`src/rtl/iirl_pkg.sv`:
```
// Shared constants, codes and types for the indexed insert/remove list.
`default_nettype none
package iirl_pkg;

  localparam int DEPTH     = 16;
  localparam int WORD_BITS = 64;
  localparam int IDX_BITS  = (DEPTH > 1) ? $clog2(DEPTH) : 1;
  localparam int CNT_BITS  = 5;
  localparam int OP_BITS   = 3;
  localparam int POS_BITS  = 5;
  localparam int VAL_BITS  = 64;

  typedef enum logic [OP_BITS-1:0] {
    OP_INSERT = 3'd0,
    OP_REMOVE = 3'd1,
    OP_READ   = 3'd2,
    OP_WRITE  = 3'd3,
    OP_PUSH   = 3'd4,
    OP_CLEAR  = 3'd5
  } op_t;

  typedef enum logic [1:0] {
    ST_OK    = 2'd0,
    ST_RANGE = 2'd1,
    ST_FULL  = 2'd2
  } status_t;

  typedef struct packed {
    logic load;
    logic shift_up;
    logic shift_down;
  } cell_ctl_t;

endpackage
`default_nettype wire

```
`src/rtl/iirl_cell.sv`:
```
// One list slot: loads a new word or takes the word of a neighbor slot.
`default_nettype none
module iirl_cell (
  input  wire logic                           clk,
  input  wire iirl_pkg::cell_ctl_t            ctl,
  input  wire logic [iirl_pkg::WORD_BITS-1:0] value,
  input  wire logic [iirl_pkg::WORD_BITS-1:0] lower,
  input  wire logic [iirl_pkg::WORD_BITS-1:0] upper,
  output logic      [iirl_pkg::WORD_BITS-1:0] data
);

  always_ff @(posedge clk) begin
    if (ctl.load) begin
      data <= value;
    end else if (ctl.shift_up) begin
      data <= lower;
    end else if (ctl.shift_down) begin
      data <= upper;
    end
  end

endmodule
`default_nettype wire

```
`src/rtl/indexed_insert_remove_list.sv`:
```
// Top level of the indexed insert/remove list: request decode, slot row, result register.
//
// A fixed-capacity ordered list of DEPTH words held in a row of slots. Each
// request (insert, remove, read, write, push back, clear) is taken when start
// is high and busy is low; busy never rises, so a request may be issued every
// cycle. On insert every slot above the index takes the word of its lower
// neighbor, on remove every slot from the index up takes the word of its
// upper neighbor, all in the same clock edge. The result word appears on
// read_value, status and fill_count with done high for exactly one cycle, the
// cycle after the request is taken, and must be captured then. Out-of-range
// positions return status 1, an insert or push back into a full list returns
// status 2, and neither changes the list.
`default_nettype none
module indexed_insert_remove_list (
  input  wire logic                           clk,
  input  wire logic                           rst,
  input  wire logic                           start,
  output logic                                busy,
  input  wire logic [iirl_pkg::OP_BITS-1:0]   opcode,
  input  wire logic [iirl_pkg::POS_BITS-1:0]  position,
  input  wire logic [iirl_pkg::VAL_BITS-1:0]  value,
  output logic                                done,
  output logic      [iirl_pkg::VAL_BITS-1:0]  read_value,
  output logic      [1:0]                     status,
  output logic      [iirl_pkg::CNT_BITS-1:0]  fill_count
);

  localparam int D  = iirl_pkg::DEPTH;
  localparam int W  = iirl_pkg::WORD_BITS;
  localparam int CB = iirl_pkg::CNT_BITS;

  logic [CB-1:0]             count;
  logic [CB-1:0]             count_next;
  logic [W-1:0]              cell_data [D];
  iirl_pkg::cell_ctl_t       cell_ctl  [D];
  logic [W-1:0]              word_in;
  iirl_pkg::op_t             op;
  logic                      accept;
  logic                      do_ins;
  logic                      do_rem;
  logic                      do_wr;
  logic [CB-1:0]             tgt;
  logic [W-1:0]              rd;
  iirl_pkg::status_t         st;

  assign busy    = 1'b0;
  assign accept  = start && !busy;
  assign op      = iirl_pkg::op_t'(opcode);
  assign word_in = value[W-1:0];

  always_comb begin
    do_ins     = 1'b0;
    do_rem     = 1'b0;
    do_wr      = 1'b0;
    tgt        = position;
    rd         = '0;
    st         = iirl_pkg::ST_OK;
    count_next = count;
    case (op)
      iirl_pkg::OP_INSERT, iirl_pkg::OP_PUSH: begin
        if (op == iirl_pkg::OP_PUSH) begin
          tgt = count;
        end
        if (tgt > count) begin
          st = iirl_pkg::ST_RANGE;
        end else if (count >= CB'(D)) begin
          st = iirl_pkg::ST_FULL;
        end else begin
          do_ins     = 1'b1;
          count_next = count + CB'(1);
        end
      end
      iirl_pkg::OP_REMOVE, iirl_pkg::OP_READ, iirl_pkg::OP_WRITE: begin
        if (position >= count) begin
          st = iirl_pkg::ST_RANGE;
        end else begin
          if (op != iirl_pkg::OP_WRITE) begin
            rd = cell_data[position[iirl_pkg::IDX_BITS-1:0]];
          end
          if (op == iirl_pkg::OP_REMOVE) begin
            do_rem     = 1'b1;
            count_next = count - CB'(1);
          end
          if (op == iirl_pkg::OP_WRITE) begin
            do_wr = 1'b1;
          end
        end
      end
      iirl_pkg::OP_CLEAR: begin
        count_next = '0;
      end
      default: begin
      end
    endcase
  end

  for (genvar i = 0; i < D; i++) begin : g_cell
    logic [W-1:0] lower;
    logic [W-1:0] upper;
    logic         at_tgt;
    logic         above_tgt;

    assign at_tgt    = (CB'(i) == tgt);
    assign above_tgt = (CB'(i) > tgt);

    assign cell_ctl[i].load       = accept && (do_ins || do_wr) && at_tgt;
    assign cell_ctl[i].shift_up   = accept && do_ins && above_tgt;
    assign cell_ctl[i].shift_down = accept && do_rem && (above_tgt || at_tgt);

    if (i == 0) begin : g_lo_end
      assign lower = word_in;
    end else begin : g_lo
      assign lower = cell_data[i-1];
    end
    if (i == D - 1) begin : g_hi_end
      assign upper = cell_data[i];
    end else begin : g_hi
      assign upper = cell_data[i+1];
    end

    iirl_cell u_cell (
      .clk   (clk),
      .ctl   (cell_ctl[i]),
      .value (word_in),
      .lower (lower),
      .upper (upper),
      .data  (cell_data[i])
    );
  end

  always_ff @(posedge clk) begin
    if (rst) begin
      count <= '0;
      done  <= 1'b0;
    end else begin
      done <= accept;
      if (accept) begin
        count <= count_next;
      end
    end
  end

  always_ff @(posedge clk) begin
    if (accept) begin
      read_value <= iirl_pkg::VAL_BITS'(rd);
      status     <= st;
      fill_count <= count_next;
    end
  end

  a_count_bound: assert property (@(posedge clk) disable iff (rst)
    count <= CB'(D))
    else $error("fill count above capacity");

  a_fill_tracks: assert property (@(posedge clk) disable iff (rst)
    done |-> fill_count == count)
    else $error("reported fill count differs from held count");

  a_full_status: assert property (@(posedge clk) disable iff (rst)
    (done && status == iirl_pkg::ST_FULL) |-> fill_count == CB'(D))
    else $error("full status with list not full");

  a_err_zero: assert property (@(posedge clk) disable iff (rst)
    (done && status != iirl_pkg::ST_OK) |-> read_value == '0)
    else $error("nonzero read word on error");

  a_err_hold: assert property (@(posedge clk) disable iff (rst)
    (accept && st != iirl_pkg::ST_OK) |=> count == $past(count))
    else $error("count changed on failed request");

endmodule
`default_nettype wire
```
`config.mk`:
```
export PLATFORM = sky130hd
export DESIGN_NAME = indexed_insert_remove_list
export DESIGN_NICKNAME = d
export VERILOG_FILES = /design/src/rtl/iirl_pkg.sv /design/src/rtl/iirl_cell.sv /design/src/rtl/indexed_insert_remove_list.sv
export SDC_FILE = /design/constraint.sdc
export NUM_CORES = 2
export LEC_CHECK = 0
export BUFFER_PORTS_ARGS = -buffer_cell sky130_fd_sc_hd__buf_2
export CORE_ASPECT_RATIO = 1.2
export CORE_MARGIN = 8
export CORE_UTILIZATION = 45
export CTS_BUF_LIST = sky130_fd_sc_hd__clkbuf_16
export DETAILED_ROUTE_END_ITERATION = 12
export GPL_ROUTABILITY_DRIVEN = 0
export HOLD_SLACK_MARGIN = 0.02
export PLACE_DENSITY = 0.58
export SYNTH_ARGS = -nofsm -noshare
export SYNTH_HDL_FRONTEND = slang
export SYNTH_HIERARCHICAL = 1
export SYNTH_SLANG_ARGS = --single-unit
```
`constraint.sdc`:
```
create_clock -name clk -period 7.4 [get_ports clk]
set_clock_uncertainty 0.15 [all_clocks]
set_input_delay 0.74 -clock clk [delete_from_list [all_inputs] [get_ports clk]]
set_output_delay 0.74 -clock clk [all_outputs]
set_load 0.01 [all_outputs]
```
==> results.sh <==
export IMPL_synth_edf_count=1095
export IMPL_htreeDepth=3
export IMPL_die_h_um=429
export IMPL_yosys_cell_types_count=54
export IMPL_dp_cells=6835
export IMPL_crit_required_ps=7690
export IMPL_numCtsBuffers=121
export IMPL_synth_area_leader_cell="edfxtp_1"
export IMPL_r2r_end="g_cell[6].u_cell/data[47]$_DFFE_PP_"
export IMPL_wl_per_cell_um=29.7
export IMPL_first_global_vias=43947
export IMPL_final_layout_size_suffix_gt1_share_pct=14.9
export IMPL_slowest_delay_ps=890
export IMPL_drc=0
export IMPL_syn_area_per_cell_um2=12.3
export IMPL_areal_power_density_over_the_cells_nw_per_um2=204
export IMPL_fin_util_pct=49.3
export IMPL_synth_simple_area_share_pct=7.61
export IMPL_synth_seq_area_share_pct=51.7
export IMPL_cts_repair_timing_setup_buffer_count=0
export IMPL_final_seq_area_um2=33000
export IMPL_totalWireLength_um=210000
export IMPL_cts_root_buf="clkbuf_16"
export IMPL_path_common_cell="buf_4"
export IMPL_route_layer_met1_wl_um=85900
export IMPL_largest_net_degree_at_the_start_of_global_routing=129
export IMPL_dpl_instance_area_um2=65700
export IMPL_synth_most_common_cell="edfxtp_1"
export IMPL_synth_cells_most_frequent="edfxtp_1 (1095), nand2_1 (1042), mux2i_1 (1028), o21ai_1 (1026), mux4_2 (317)"
export IMPL_max_freq_ghz=0.173
export IMPL_total_negative_setup_slack_ps=0
export IMPL_critical_path_cell_chain="buf_2 -> nor3b_4 -> mux2i_1 -> clkinv_1 -> ha_1 -> a211o_1 -> a221oi_2 -> o211ai_1 -> a21boi_1 -> buf_4 -> or3_1 -> nor2_4 -> or3_4 -> buf_4"
export IMPL_postRouteAntennaNets=0
export IMPL_worst_setup_path_type="primary input to flop"
export IMPL_global_route_overflow_total=0
export IMPL_hold_path_startpoint="rst"
export IMPL_clk_path_buf_depth=3
export IMPL_post_synth_main_area_contributors="edfxtp_1 (52%), mux2i_1 (16%), mux4_2 (11%)"
export IMPL_post_synth_inst_count=5190
export IMPL_finalNetCount=5209
export IMPL_power_static_leakage_nw=20.2
export IMPL_finish_cell_count_without_fillers=7069
export IMPL_postSynth_topFlopCell="edfxtp_1"
export IMPL_run_status="completed"
export IMPL_final_hold_viol_count=0
export IMPL_synth_ff_latch_count=1101
export IMPL_flow_area_growth_from_synthesis_pct=8.94
export IMPL_slew_viol_final=0
export IMPL_share_of_the_synthesized_area_in_compound_gates_ao_oa_aoi_oai_pct=8.54
export IMPL_reg2reg_from="count[2]$_SDFFE_PP0P_"
export IMPL_firstDrtPassIters=6
export IMPL_area_taken_by_multi_input_logic_gates_um2=28300
export IMPL_cts_tree="yes"
export IMPL_grtUsageTotal_pct=26.5
export IMPL_cp_max_fo=27
export IMPL_max_cap_violations=0
export IMPL_post_route_cell_area_um2=69500
export IMPL_combinational_family_with_the_most_area_after_synthesis="multiplexers"
export IMPL_critical_path_slowest_cell="mux2i_1"
export IMPL_mappedNetlistArea_um2=63800
export IMPL_fp_row_count=151
export IMPL_grt_pass1_wl_um=307000
export IMPL_setup_viol_count_final=0
export IMPL_n_fill_cell=12350
export IMPL_cts_reportedPaths_clkPinSlew_ps=60
export IMPL_min_delay_path_class="primary input to flop"
export IMPL_critPathArrivalTime_ps=6070
export IMPL_layout_min_cycle_time_ps=5780
export IMPL_critPathBufInv=4
export IMPL_uppermost_metal_layer_occupied_by_signal_nets="met5"
export IMPL_placement_io_buffers=146
export IMPL_post_synth_adder_cell_area_pct=0.235
export IMPL_synth_largest_type_area_fraction_pct=51.5
export IMPL_period_share_pct=78.1
export IMPL_routed_via_count=44527
export IMPL_slew_at_the_pin_closest_to_its_max_slew_limit_ps=1050
export IMPL_timing_critical_path_from_type="primary input"
export IMPL_yosys_area_share_xor_xnor_pct=0
export IMPL_end_kind="flop"
export IMPL_top_level_ports=148
export IMPL_cts_resized=0
export IMPL_timing_hold_worst_endpoint="count[1]$_SDFFE_PP0P_"
export IMPL_ff2ff_setup_slack_ps=1830
export IMPL_warnings_synthesis=6
export IMPL_hold_fix_buffers_cts=0
export IMPL_antenna_found_initial=28
export IMPL_core_region_area_um2=141000
export IMPL_route_met2_wl_um=98000
export IMPL_drt_vias_per_instance=6.30
export IMPL_async_reset_ff_share_pct=0
export IMPL_worst_hold_path_num_cells=2
export IMPL_fp_dieArea_um2=154000
export IMPL_max_slew_margin_rel_pct=29.8
export IMPL_detailedRoute_firstIterationViolations=5254
export IMPL_routed_length_on_met3_um=18900
export IMPL_ff2ff_path_depth=12
export IMPL_clk_insertion_delay_late_ps=780
export IMPL_initial_utilization_pct=45.3
export IMPL_whs_ps=135
export IMPL_synthMuxAreaShare_pct=27.4
export IMPL_dp_hpwl_um=109000
export IMPL_cts_sink_count=1101
export IMPL_fp_dieW_um=360
export IMPL_path_delay_family="simple AND/OR/NAND/NOR gates"
export IMPL_grt_setup_unrepaired="no"
export IMPL_vdd_ir_drop_worst_mv=0.215
-- cell families after synthesis --
group,count (synthesis)
mux,1348
simple gates,1210
flops,1101
compound gates,1071
buf+inv,447
fa+ha+maj,12
other cells,1
-- cells in the final DEF (no fill, tap or decap), types with 7 or more instances in the layout --
cell and n:
a21oi_1 9, and3_1 64, buf_12 46, buf_2 141, buf_4 49, bufinv_16 9
clkbuf_16 124, clkinv_1 41, clkinv_2 21, diode_2 12, edfxtp_1 1095, ha_1 12
inv_1 30, mux2i_1 1028, mux4_2 317, nand2_1 1042, nand3_1 7, nor2_1 27
nor2_4 15, nor4_2 7, o21ai_1 1026, or3_4 16
-- final cells by class --
class	instances	share of cell area [%]
well taps	1836	3.30
flip-flops and latches	1101	47.5
clock buffers	124	4.46
clock inverters	98	1.00
multi-input cells	3644	40.7
inverters	14	0.0828
diodes	12	0.0432
repair buffers	240	2.94
-- metal layers --
metal | up-vias | global-route usage [%]
met1 | 22226 | 36.4
met2 | 2332 | 42.6
met5 | - | 0
met3 | 408 | 4.36
li1 | 19549 | -
met4 | 12 | 9.25
-- worst max-delay path by stage --
stage,from,to,cells past startpoint
after floorplan,opcode[2],g_cell[13].u_cell/data[0]$_DFFE_PP_,13
after global placement,opcode[2],g_cell[14].u_cell/data[57]$_DFFE_PP_,13
after detailed placement,opcode[2],g_cell[14].u_cell/data[57]$_DFFE_PP_,13
after CTS,opcode[2],g_cell[14].u_cell/data[3]$_DFFE_PP_,13
after global routing,opcode[2],g_cell[14].u_cell/data[3]$_DFFE_PP_,13
final,opcode[2],g_cell[6].u_cell/data[47]$_DFFE_PP_,14
-- report_power, final --
group          total (W)  leakage [nW]  internal [W]  switching, W
combinational    0.00113          8.16      0.000430      0.000701
clock            0.00596          1.95       0.00332       0.00264
sequential       0.00706          10.1       0.00697     0.0000837
total             0.0141          20.2        0.0107       0.00342
-- stage by stage --
step / power [W] / worst slack [ps]
final: 0.0141 / 1620
after global routing: 0.0145 / 1380
after CTS: 0.0142 / 1800
after detailed placement: 0.00830 / 1010
after global placement: 0.00829 / 1020
after floorplan: 0.00785 / 1470
-- state kept, by name (all words and copies together) (netlist names) --
register,count
g_cell.u_cell/data,1024
read_value,64
count,5
fill_count,5
status,2
done,1
Note: power is estimated with default switching activity, not from simulation.
